### src/rtl/sm4_pkg.sv
// Shared types, constants and round functions for the SM4 block cipher.
// Used by sm4_ctrl, sm4_datapath and sm4_block_cipher; depends on nothing.
package sm4_pkg;

  localparam int WORD_W      = 32;
  localparam int HALF_W      = 64;
  localparam int NUM_ROUNDS  = 32;
  localparam int RK_IDX_W    = $clog2(NUM_ROUNDS);
  localparam int CFG_INDEX_W = 8;

  localparam logic [RK_IDX_W-1:0] LAST_ROUND = RK_IDX_W'(NUM_ROUNDS - 1);

  localparam logic [CFG_INDEX_W-1:0] REG_KEY_HIGH = CFG_INDEX_W'(0);
  localparam logic [CFG_INDEX_W-1:0] REG_KEY_LOW  = CFG_INDEX_W'(1);

  localparam logic [WORD_W-1:0] FK [4] = '{
    32'ha3b1bac6, 32'h56aa3350, 32'h677d9197, 32'hb27022dc
  };

  localparam logic [7:0] SBOX [256] = '{
    8'hd6, 8'h90, 8'he9, 8'hfe, 8'hcc, 8'he1, 8'h3d, 8'hb7,
    8'h16, 8'hb6, 8'h14, 8'hc2, 8'h28, 8'hfb, 8'h2c, 8'h05,
    8'h2b, 8'h67, 8'h9a, 8'h76, 8'h2a, 8'hbe, 8'h04, 8'hc3,
    8'haa, 8'h44, 8'h13, 8'h26, 8'h49, 8'h86, 8'h06, 8'h99,
    8'h9c, 8'h42, 8'h50, 8'hf4, 8'h91, 8'hef, 8'h98, 8'h7a,
    8'h33, 8'h54, 8'h0b, 8'h43, 8'hed, 8'hcf, 8'hac, 8'h62,
    8'he4, 8'hb3, 8'h1c, 8'ha9, 8'hc9, 8'h08, 8'he8, 8'h95,
    8'h80, 8'hdf, 8'h94, 8'hfa, 8'h75, 8'h8f, 8'h3f, 8'ha6,
    8'h47, 8'h07, 8'ha7, 8'hfc, 8'hf3, 8'h73, 8'h17, 8'hba,
    8'h83, 8'h59, 8'h3c, 8'h19, 8'he6, 8'h85, 8'h4f, 8'ha8,
    8'h68, 8'h6b, 8'h81, 8'hb2, 8'h71, 8'h64, 8'hda, 8'h8b,
    8'hf8, 8'heb, 8'h0f, 8'h4b, 8'h70, 8'h56, 8'h9d, 8'h35,
    8'h1e, 8'h24, 8'h0e, 8'h5e, 8'h63, 8'h58, 8'hd1, 8'ha2,
    8'h25, 8'h22, 8'h7c, 8'h3b, 8'h01, 8'h21, 8'h78, 8'h87,
    8'hd4, 8'h00, 8'h46, 8'h57, 8'h9f, 8'hd3, 8'h27, 8'h52,
    8'h4c, 8'h36, 8'h02, 8'he7, 8'ha0, 8'hc4, 8'hc8, 8'h9e,
    8'hea, 8'hbf, 8'h8a, 8'hd2, 8'h40, 8'hc7, 8'h38, 8'hb5,
    8'ha3, 8'hf7, 8'hf2, 8'hce, 8'hf9, 8'h61, 8'h15, 8'ha1,
    8'he0, 8'hae, 8'h5d, 8'ha4, 8'h9b, 8'h34, 8'h1a, 8'h55,
    8'had, 8'h93, 8'h32, 8'h30, 8'hf5, 8'h8c, 8'hb1, 8'he3,
    8'h1d, 8'hf6, 8'he2, 8'h2e, 8'h82, 8'h66, 8'hca, 8'h60,
    8'hc0, 8'h29, 8'h23, 8'hab, 8'h0d, 8'h53, 8'h4e, 8'h6f,
    8'hd5, 8'hdb, 8'h37, 8'h45, 8'hde, 8'hfd, 8'h8e, 8'h2f,
    8'h03, 8'hff, 8'h6a, 8'h72, 8'h6d, 8'h6c, 8'h5b, 8'h51,
    8'h8d, 8'h1b, 8'haf, 8'h92, 8'hbb, 8'hdd, 8'hbc, 8'h7f,
    8'h11, 8'hd9, 8'h5c, 8'h41, 8'h1f, 8'h10, 8'h5a, 8'hd8,
    8'h0a, 8'hc1, 8'h31, 8'h88, 8'ha5, 8'hcd, 8'h7b, 8'hbd,
    8'h2d, 8'h74, 8'hd0, 8'h12, 8'hb8, 8'he5, 8'hb4, 8'hb0,
    8'h89, 8'h69, 8'h97, 8'h4a, 8'h0c, 8'h96, 8'h77, 8'h7e,
    8'h65, 8'hb9, 8'hf1, 8'h09, 8'hc5, 8'h6e, 8'hc6, 8'h84,
    8'h18, 8'hf0, 8'h7d, 8'hec, 8'h3a, 8'hdc, 8'h4d, 8'h20,
    8'h79, 8'hee, 8'h5f, 8'h3e, 8'hd7, 8'hcb, 8'h39, 8'h48
  };

  typedef enum logic [2:0] {
    ST_IDLE,
    ST_EXPAND,
    ST_FETCH,
    ST_ROUND,
    ST_FINISH
  } sm4_state_t;

  typedef struct packed {
    logic                key_load;
    logic                blk_load;
    logic                step;
    logic                key_mode;
    logic                out_load;
    logic [RK_IDX_W-1:0] idx;
    logic [RK_IDX_W-1:0] rd_idx;
  } sm4_cmd_t;

  typedef struct packed {
    logic stale;
  } sm4_sts_t;

  function automatic logic [WORD_W-1:0] rotl(input logic [WORD_W-1:0] v, input int unsigned n);
    return (v << n) | (v >> (WORD_W - n));
  endfunction

  function automatic logic [WORD_W-1:0] tau(input logic [WORD_W-1:0] v);
    return {SBOX[v[31:24]], SBOX[v[23:16]], SBOX[v[15:8]], SBOX[v[7:0]]};
  endfunction

  function automatic logic [WORD_W-1:0] lin_round(input logic [WORD_W-1:0] v);
    return v ^ rotl(v, 2) ^ rotl(v, 10) ^ rotl(v, 18) ^ rotl(v, 24);
  endfunction

  function automatic logic [WORD_W-1:0] lin_key(input logic [WORD_W-1:0] v);
    return v ^ rotl(v, 13) ^ rotl(v, 23);
  endfunction

  // Byte j of CK[i] is 7 * (4i + j) modulo 256.
  function automatic logic [WORD_W-1:0] chain_const(input logic [RK_IDX_W-1:0] i);
    logic [WORD_W-1:0] w;
    logic [7:0]        pos;
    w = '0;
    for (int j = 0; j < 4; j++) begin
      pos = {1'b0, i, 2'(j)};
      w   = {w[WORD_W-9:0], 8'(pos * 8'd7)};
    end
    return w;
  endfunction

endpackage

### src/rtl/sm4_ram.sv
// Generic single-write, single-read RAM with a registered read port.
// Standalone; holds the SM4 round keys in this design.
module sm4_ram #(
  parameter int WIDTH = 32,
  parameter int DEPTH = 32
) (
  input  logic                     clk,
  input  logic                     we,
  input  logic [$clog2(DEPTH)-1:0] waddr,
  input  logic [WIDTH-1:0]         wdata,
  input  logic [$clog2(DEPTH)-1:0] raddr,
  output logic [WIDTH-1:0]         rdata
);

  logic [WIDTH-1:0] mem [DEPTH];

  always_ff @(posedge clk) begin
    if (we) begin
      mem[waddr] <= wdata;
    end
    rdata <= mem[raddr];
  end

endmodule

### src/rtl/sm4_datapath.sv
// SM4 datapath: key registers, state words, shared round unit, round key RAM
// and output register. Depends on sm4_pkg and sm4_ram.
module sm4_datapath (
  input  logic                               clk,
  input  logic                               rst,
  input  logic                               cfg_valid,
  input  logic [sm4_pkg::CFG_INDEX_W-1:0]    cfg_index,
  input  logic [sm4_pkg::HALF_W-1:0]         cfg_data,
  input  logic [sm4_pkg::HALF_W-1:0]         block_high,
  input  logic [sm4_pkg::HALF_W-1:0]         block_low,
  input  logic                               decrypt,
  output logic [sm4_pkg::HALF_W-1:0]         output_high,
  output logic [sm4_pkg::HALF_W-1:0]         output_low,
  input  sm4_pkg::sm4_cmd_t                  cmd,
  output sm4_pkg::sm4_sts_t                  sts
);
  import sm4_pkg::*;

  logic [HALF_W-1:0]          key_high;
  logic [HALF_W-1:0]          key_low;
  logic                       stale;
  logic                       dec;
  logic [3:0][WORD_W-1:0]     x;
  logic [WORD_W-1:0]          rk;
  logic [WORD_W-1:0]          mix;
  logic [WORD_W-1:0]          sub;
  logic [WORD_W-1:0]          nx;
  logic [RK_IDX_W-1:0]        raddr;
  logic                       rk_we;

  always_ff @(posedge clk) begin
    if (rst) begin
      key_high <= '0;
      key_low  <= '0;
      stale    <= 1'b1;
    end else begin
      if (cmd.key_load) begin
        stale <= 1'b0;
      end
      if (cfg_valid) begin
        unique case (cfg_index)
          REG_KEY_HIGH: begin
            key_high <= cfg_data;
            stale    <= 1'b1;
          end
          REG_KEY_LOW: begin
            key_low <= cfg_data;
            stale   <= 1'b1;
          end
          default: begin
          end
        endcase
      end
    end
  end

  assign mix = x[1] ^ x[2] ^ x[3] ^ (cmd.key_mode ? chain_const(cmd.idx) : rk);
  assign sub = tau(mix);
  assign nx  = x[0] ^ (cmd.key_mode ? lin_key(sub) : lin_round(sub));

  always_ff @(posedge clk) begin
    if (cmd.key_load) begin
      x[0] <= key_high[63:32] ^ FK[0];
      x[1] <= key_high[31:0]  ^ FK[1];
      x[2] <= key_low[63:32]  ^ FK[2];
      x[3] <= key_low[31:0]   ^ FK[3];
    end else if (cmd.blk_load) begin
      x[0] <= block_high[63:32];
      x[1] <= block_high[31:0];
      x[2] <= block_low[63:32];
      x[3] <= block_low[31:0];
      dec  <= decrypt;
    end else if (cmd.step) begin
      x <= {nx, x[3], x[2], x[1]};
    end
    if (cmd.out_load) begin
      output_high <= {x[3], x[2]};
      output_low  <= {x[1], x[0]};
    end
  end

  assign raddr = dec ? ~cmd.rd_idx : cmd.rd_idx;
  assign rk_we = cmd.step & cmd.key_mode;

  sm4_ram #(
    .WIDTH(WORD_W),
    .DEPTH(NUM_ROUNDS)
  ) u_rk_ram (
    .clk   (clk),
    .we    (rk_we),
    .waddr (cmd.idx),
    .wdata (nx),
    .raddr (raddr),
    .rdata (rk)
  );

  assign sts.stale = stale;

endmodule

### src/rtl/sm4_ctrl.sv
// SM4 controller: sequences key expansion, block rounds and result hand-off.
// Depends on sm4_pkg.
module sm4_ctrl (
  input  logic              clk,
  input  logic              rst,
  input  logic              block_valid,
  output logic              block_stall,
  output logic              result_valid,
  input  logic              result_stall,
  input  sm4_pkg::sm4_sts_t sts,
  output sm4_pkg::sm4_cmd_t cmd
);
  import sm4_pkg::*;

  sm4_state_t          state;
  sm4_state_t          state_next;
  logic [RK_IDX_W-1:0] cnt;
  logic [RK_IDX_W-1:0] cnt_next;

  always_ff @(posedge clk) begin
    if (rst) begin
      state        <= ST_IDLE;
      cnt          <= '0;
      result_valid <= 1'b0;
    end else begin
      state <= state_next;
      cnt   <= cnt_next;
      if (cmd.out_load) begin
        result_valid <= 1'b1;
      end else if (!result_stall) begin
        result_valid <= 1'b0;
      end
    end
  end

  always_comb begin
    state_next  = state;
    cnt_next    = cnt;
    block_stall = 1'b1;
    cmd         = '0;
    unique case (state)
      ST_IDLE: begin
        if (sts.stale) begin
          cmd.key_load = 1'b1;
          cnt_next     = '0;
          state_next   = ST_EXPAND;
        end else begin
          block_stall = 1'b0;
          if (block_valid) begin
            cmd.blk_load = 1'b1;
            state_next   = ST_FETCH;
          end
        end
      end
      ST_EXPAND: begin
        cmd.step     = 1'b1;
        cmd.key_mode = 1'b1;
        cmd.idx      = cnt;
        cnt_next     = cnt + 1'b1;
        if (cnt == LAST_ROUND) begin
          state_next = ST_IDLE;
        end
      end
      ST_FETCH: begin
        cmd.rd_idx = '0;
        cnt_next   = '0;
        state_next = ST_ROUND;
      end
      ST_ROUND: begin
        cmd.step   = 1'b1;
        cmd.idx    = cnt;
        cmd.rd_idx = cnt + 1'b1;
        cnt_next   = cnt + 1'b1;
        if (cnt == LAST_ROUND) begin
          state_next = ST_FINISH;
        end
      end
      ST_FINISH: begin
        if (!result_valid || !result_stall) begin
          cmd.out_load = 1'b1;
          state_next   = ST_IDLE;
        end
      end
      default: begin
        state_next = ST_IDLE;
      end
    endcase
  end

  a_last_round: assert property (@(posedge clk) disable iff (rst)
    (state == ST_ROUND && cnt == LAST_ROUND) |=> state == ST_FINISH)
    else $error("round sequence did not end in FINISH");

  a_fresh_keys: assert property (@(posedge clk) disable iff (rst)
    cmd.blk_load |-> !sts.stale)
    else $error("block started with stale round keys");

  a_result_set: assert property (@(posedge clk) disable iff (rst)
    cmd.out_load |=> result_valid)
    else $error("result register loaded without valid");

  a_expand_start: assert property (@(posedge clk) disable iff (rst)
    (state == ST_IDLE && sts.stale) |=> state == ST_EXPAND)
    else $error("stale keys did not start expansion");

endmodule

### src/rtl/sm4_block_cipher.sv
// Top level of the SM4 block cipher: controller plus datapath.
// Depends on sm4_pkg, sm4_ctrl, sm4_datapath and sm4_ram.
//
//   Channel  Handshake                Payload
//   block    block_valid/block_stall  block_high, block_low, decrypt
//   result   result_valid/result_stall output_high, output_low
//   config   cfg_valid/cfg_ready      cfg_index, cfg_data (0 key_high, 1 key_low)
//
// A block goes from transfer to result through one round key fetch, 32 rounds
// on the shared round unit and the load of the output register.
// The next block is taken only after the previous one's result is in the output register.
// After reset and after every key write, key expansion runs before the
// next block transfer. Reset is synchronous; the round key RAM is not cleared.
// A stalled result holds in the output register while the next block is processed.
module sm4_block_cipher (
  input  logic                            clk,
  input  logic                            rst,
  input  logic                            block_valid,
  output logic                            block_stall,
  input  logic [sm4_pkg::HALF_W-1:0]      block_high,
  input  logic [sm4_pkg::HALF_W-1:0]      block_low,
  input  logic                            decrypt,
  output logic                            result_valid,
  input  logic                            result_stall,
  output logic [sm4_pkg::HALF_W-1:0]      output_high,
  output logic [sm4_pkg::HALF_W-1:0]      output_low,
  input  logic                            cfg_valid,
  output logic                            cfg_ready,
  input  logic [sm4_pkg::CFG_INDEX_W-1:0] cfg_index,
  input  logic [sm4_pkg::HALF_W-1:0]      cfg_data
);
  import sm4_pkg::*;

  sm4_cmd_t cmd;
  sm4_sts_t sts;

  assign cfg_ready = 1'b1;

  sm4_ctrl u_ctrl (
    .clk          (clk),
    .rst          (rst),
    .block_valid  (block_valid),
    .block_stall  (block_stall),
    .result_valid (result_valid),
    .result_stall (result_stall),
    .sts          (sts),
    .cmd          (cmd)
  );

  sm4_datapath u_datapath (
    .clk         (clk),
    .rst         (rst),
    .cfg_valid   (cfg_valid),
    .cfg_index   (cfg_index),
    .cfg_data    (cfg_data),
    .block_high  (block_high),
    .block_low   (block_low),
    .decrypt     (decrypt),
    .output_high (output_high),
    .output_low  (output_low),
    .cmd         (cmd),
    .sts         (sts)
  );

endmodule
### config.mk
export PLATFORM = sky130hd
export DESIGN_NAME = sm4_block_cipher
export DESIGN_NICKNAME = d
export VERILOG_FILES = /design/src/rtl/sm4_pkg.sv /design/src/rtl/sm4_ram.sv /design/src/rtl/sm4_datapath.sv /design/src/rtl/sm4_ctrl.sv /design/src/rtl/sm4_block_cipher.sv
export SDC_FILE = /design/constraint.sdc
export NUM_CORES = 2
export LEC_CHECK = 0
export BUFFER_PORTS_ARGS = -buffer_cell sky130_fd_sc_hd__buf_4
export CAP_MARGIN = 25
export CORE_MARGIN = 3
export CORE_UTILIZATION = 56
export CTS_CLUSTER_DIAMETER = 30
export CTS_CLUSTER_SIZE = 20
export DETAILED_ROUTE_END_ITERATION = 16
export GPL_TIMING_DRIVEN = 0
export HOLD_SLACK_MARGIN = 0.12
export PLACE_DENSITY = 0.76
export SETUP_SLACK_MARGIN = 0.05
export SYNTH_ARGS = -nofsm -noshare
export SYNTH_HDL_FRONTEND = slang
export SYNTH_HIERARCHICAL = 1
export SYNTH_SLANG_ARGS = --single-unit
### constraint.sdc
create_clock -name clk -period 8.13 [get_ports clk]
set_input_delay 0.4065 -clock clk [delete_from_list [all_inputs] [get_ports clk]]
set_output_delay 0.4065 -clock clk [all_outputs]
set_load 0.02 [all_outputs]
==> out/metrics.yaml, run 1 <==
status: "stopped before the end"
stop_stage: "global routing (5_1_grt)"
error: "[ERROR GRT-0232] Routing congestion too high. Check the congestion heatmap in the GUI."
synth_ff_type: "edfxtp_1"
grt_usage_pct: 64.7
synth_top_area_share_pct: 51.7
start_util_pct: 56.5
ios: 337
die_h_um: 371
syn_inst: 6303
hpwl_mm: 249
die_x_um: 371
placedCellCount: 8487
yosys.area.top_type: "edfxtp_1"
ctsHtreeMaxLevel: 4
cts_buffers: 221
syn_nets: 6559
io_buffers: 334
synth_most_common_cell: "edfxtp_1"
clock-sinks: 1451
syn_avg_cell_area_um2: 11.8
place_ws_ns: -1.65
clockBufferDepth: 3
synth_common_cells: "1,281 x edfxtp_1, 694 x nand2_1, 621 x mux2i_1"
gp_routability_congestion: 1.09
yosysUniqueCellTypes: 129
ys_top_cells_by_area: "edfxtp_1 52%, mux2i_1 8.4%, dfxtp_1 4.6%, nand2_1 3.5%, a21oi_1 3.3%"
synthArstFlopShare_pct: 0
synth_edf_count: 1281
synth-seq-area-share_pct: 56.3
row_count: 133
cts_root_buf: "clkbuf_16"
mappedNetlistArea_um2: 74400
ys_warn_count: 6
grt_max_degree: 61
grt_overflow: 31
synth.ff_latch_count: 1451
-- through the flow --
step,area (µm²),TNS (ns)
floorplan,74400,0
CTS,91200,0
detailed placement,81200,-660.90
global placement,79100,-2670.59
-- metal layers --
layer / GRT usage, % / overflow
met1: 66.5 / 3
met2: 83.8 / 18
met3: 44.3 / 4
met4: 62.5 / 5
met5: 19.3 / 1
-- cell families after synthesis --
kind of cell               share of synthesized area (%)
buffers and inverters                               3.98
adders and majority gates                          0.928
xor gates and xnor gates                            4.20
and+or+nand+nor                                     9.33
DFF                                                 56.3
muxes                                               9.40
AOI/OAI and AO/OA                                   15.9
other                                            0.00504
-- repair_timing --
action	4_1_cts
resized for setup	63
cloned	1
buffers inserted	17
hold endpoints to repair	254
hold buffers	183
pin swaps	8
endpoints found under the setup margin	1056
==> run 2, diff against run 1 <==
--- a/config.mk
+++ b/config.mk
@@ -8,14 +8,10 @@
 export BUFFER_PORTS_ARGS = -buffer_cell sky130_fd_sc_hd__buf_4
 export CAP_MARGIN = 25
 export CORE_MARGIN = 3
-export CORE_UTILIZATION = 56
-export CTS_CLUSTER_DIAMETER = 30
-export CTS_CLUSTER_SIZE = 20
+export CORE_UTILIZATION = 40
 export DETAILED_ROUTE_END_ITERATION = 16
 export GPL_TIMING_DRIVEN = 0
-export HOLD_SLACK_MARGIN = 0.12
-export PLACE_DENSITY = 0.76
-export SETUP_SLACK_MARGIN = 0.05
+export PLACE_DENSITY_LB_ADDON = 0.15
 export SYNTH_ARGS = -nofsm -noshare
 export SYNTH_HDL_FRONTEND = slang
 export SYNTH_HIERARCHICAL = 1
==> constraint.sdc (replaced) <==
create_clock -name clk -period 10.6 [get_ports clk]
set_input_delay 0.53 -clock clk [delete_from_list [all_inputs] [get_ports clk]]
set_output_delay 0.53 -clock clk [all_outputs]
set_load 0.02 [all_outputs]
==> out/metrics.yaml, run 2 <==
hp-class: "in2reg"
fin_cells: 9580
die_area_um2: 191000
mappedNetlistArea_um2: 74400  # unchanged
synth_top_area_share_pct: 51.7  # unchanged
grt_overflow: 0
die_x_um: 437  # +18%
gp_routability_congestion: 1.01  # -7.6%
hold_start: "result_stall"
clk_pin_slew_worst_paths_ns: 0.06
finalCritPeriodShare_pct: 93.1
drc_errors: 0
fmax_mhz: 101
final_common_cell: "edfxtp_1"
first_pass_iters: 7
synthToLayoutAreaGrowth_pct: 18.3
cts_root_buf: "clkbuf_16"
maxSlewViolCount: 0
critPathLaunchType: "flip-flop"
placedCellCount: 9207  # +8.5%
synth_edf_count: 1281  # unchanged
maxCapViolations: 0
r2r-end: "u_datapath/u_rk_ram/mem[30][26]"
hpwl_mm: 254  # +2.0%
clockBufferDepth: 3  # unchanged
fin_crit_ns: 9.86
cpMaxStageDelayCell: "o41ai_1"
synth_most_common_cell: "edfxtp_1"
worst-path-max-fanout: 32
final_cell_mix: "1,281 x edfxtp_1, 694 x nand2_1, 621 x mux2i_1, 484 x a21oi_1, 413 x buf_4"
worstReg2RegStart: "u_ctrl/state[0]"
whs_path_depth: 3
cts_tree: "built"
r2r_cells: 22
clock-sinks: 1451  # unchanged
slew_headroom_pct: 20.9
synth.ff_latch_count: 1451  # unchanged
setup_viol: 0
status: "finished, final reports clean"
synth_common_cells: "1,281 x edfxtp_1, 694 x nand2_1, 621 x mux2i_1"
clock_latency_ns: 0.81
yosys.area.top_type: "edfxtp_1"
largest_reg_flops: 1024
cp_common_cell: "clkbuf_1"
endpoint_kind: "flip-flop"
synthArstFlopShare_pct: 0  # unchanged
grt_max_degree: 51
grt_pass1_vias: 58400
fin_nets: 7226
top_register: "u_datapath/u_rk_ram/mem"
num_vias: 61700
min_to: "u_ctrl/result_valid"
utilization_pct: 47.8
critPathKind: "reg2reg"
synth_ff_type: "edfxtp_1"
crit_required_ns: 11.01
cts_buffers: 158  # -29%
reg2reg_setup_slack_ns: 0.74
cpPeakStageDelay_ns: 0.88
antenna_found_initial: 24
row_count: 157  # +18%
syn_avg_cell_area_um2: 11.8  # unchanged
largestRegisters: "u_datapath/u_rk_ram/mem (1024), u_datapath/x (128)"
ant_nets: 0
syn_nets: 6559  # unchanged
crit_arrival_ns: 10.28
core_area_um2: 184000
yosysUniqueCellTypes: 129  # unchanged
io_buffers: 334  # unchanged
final_area_um2: 88000
finalWirelength_mm: 343
synth-seq-area-share_pct: 56.3  # unchanged
ys_warn_count: 6  # unchanged
drtIter0Drc: 8742
ios: 337  # unchanged
grt_pass1_wl_mm: 471
worstPathCellList: "buf_6 > nand2b_4 > inv_2 > buf_2 > and2_1 > inv_1 > fa_1 > inv_1 > ha_1 > clkbuf_1 > o41ai_1 > o21ai_0 > nand2_1 > clkbuf_1 > clkbuf_1 > o21ai_0 > a222oi_1 > buf_4 > xor2_1 > xnor3_1 > mux2i_4 > xor2_4"
drive_above_1_share_pct: 15.8
syn_inst: 6303  # unchanged
final-hold-violation-count: 0
tightest_slew_ns: 1.18
finClkSkew_ns: 0.0776
start_util_pct: 40.4  # -16 points
via_per_inst: 6.44
dpl_cell_area_um2: 82300  # +1.4%
ys_top_cells_by_area: "edfxtp_1 52%, mux2i_1 8.4%, dfxtp_1 4.6%, nand2_1 3.5%, a21oi_1 3.3%"
ctsHtreeMaxLevel: 4  # unchanged
wire_per_inst_um: 35.8
die_h_um: 437  # +18%
grt_usage_pct: 34.6
rsz0062_at_grt: "false"
## run 2: cell counts after synthesis
No cell type changed its count.
## run 2: worst max-delay path by stage
stage | startpoint | cells after the start | end
floorplan | u_ctrl/state[1] | 4 | u_datapath/output_high[0]
global placement | u_ctrl/state[0] | 22 | u_datapath/u_rk_ram/mem[6][10]
detailed placement | u_ctrl/state[0] | 22 | u_datapath/u_rk_ram/mem[5][26]
CTS | u_ctrl/state[0] | 22 | u_datapath/u_rk_ram/mem[28][26]
global route | u_ctrl/state[0] | 22 | u_datapath/u_rk_ram/mem[30][26]
finish | u_ctrl/state[0] | 22 | u_datapath/u_rk_ram/mem[30][26]
## run 2: logic make-up (layout without fill, tap and decap cells)
| logic type | Yosys count | count (layout) | share of synthesized area [%] |
|---|---|---|---|
| adder cells (fa/ha/maj) | 52 | 52 | 0.928 |
| other | 1 | 15 | 0.00504 |
| XOR/XNOR | 287 | 287 | 4.20 |
| AO/OA/AOI/OAI | 1728 | 1728 | 15.9 |
| flip-flops | 1451 | 1451 | 56.3 |
| AND/OR/NAND/NOR | 1534 | 1534 | 9.33 |
| multiplexers | 660 | 660 | 9.40 |
| buffers and inverters | 590 | 1389 | 3.98 |
## run 2: routing by layer
layer  vias up  global-route usage, %  wire length [µm]
li1      25600                      -                 -
met1     31000                   46.3            137000
met2      4066                   54.8            156000
met3      1016                   6.17             30200
met4        10                   16.1             20000
met5         -                      0                56
## run 2: per-stage QoR
stage          setup TNS, ns  hold WS [ns]  setup WS, ns
6_report                   0        0.0766         0.736
3_5_place_dp               0         0.446          1.07
4_1_cts                    0       0.00395         0.983
5_1_grt                    0        0.0613         0.579
2_1_floorplan              0         0.432          3.05
3_3_place_gp         -559.98         0.442         -1.51
## run 2: final cells by class
type                    instances  area, µm²
repair buffers                507       4870
inverters                      49        184
diodes                         14       35.0
plain buffers                 541       2780
multi-input cells            4262      30200
fillers                     16800      96000
flip-flops and latches       1451      41900
clock inverters                74        686
clock buffers                 218       4300
well taps                    2464       3080
## run 2: worst max-delay path: cells and delay by family (launching register included)
family	cells	cell delay (ns)
multiplexers	1	0.33
XOR/XNOR	3	1.31
buffers and inverters	9	2.74
AO/OA/AOI/OAI	4	2.43
AND/OR/NAND/NOR	3	1.44
flip-flops	1	0.32
adder cells (fa/ha/maj)	2	0.82
## run 2: repair_timing
| item | in CTS | in global routing |
|---|---|---|
| hold buffers | 65 | 0 |
| resized for setup | 0 | 0 |
| setup buffers | 0 | 0 |
| hold endpoints to repair | 124 | 0 |
| setup endpoints to repair | 0 | 0 |
Power of run 2 is not shown: default switching activity piles up to over one toggle a cycle in this logic, so the estimate is an artifact.
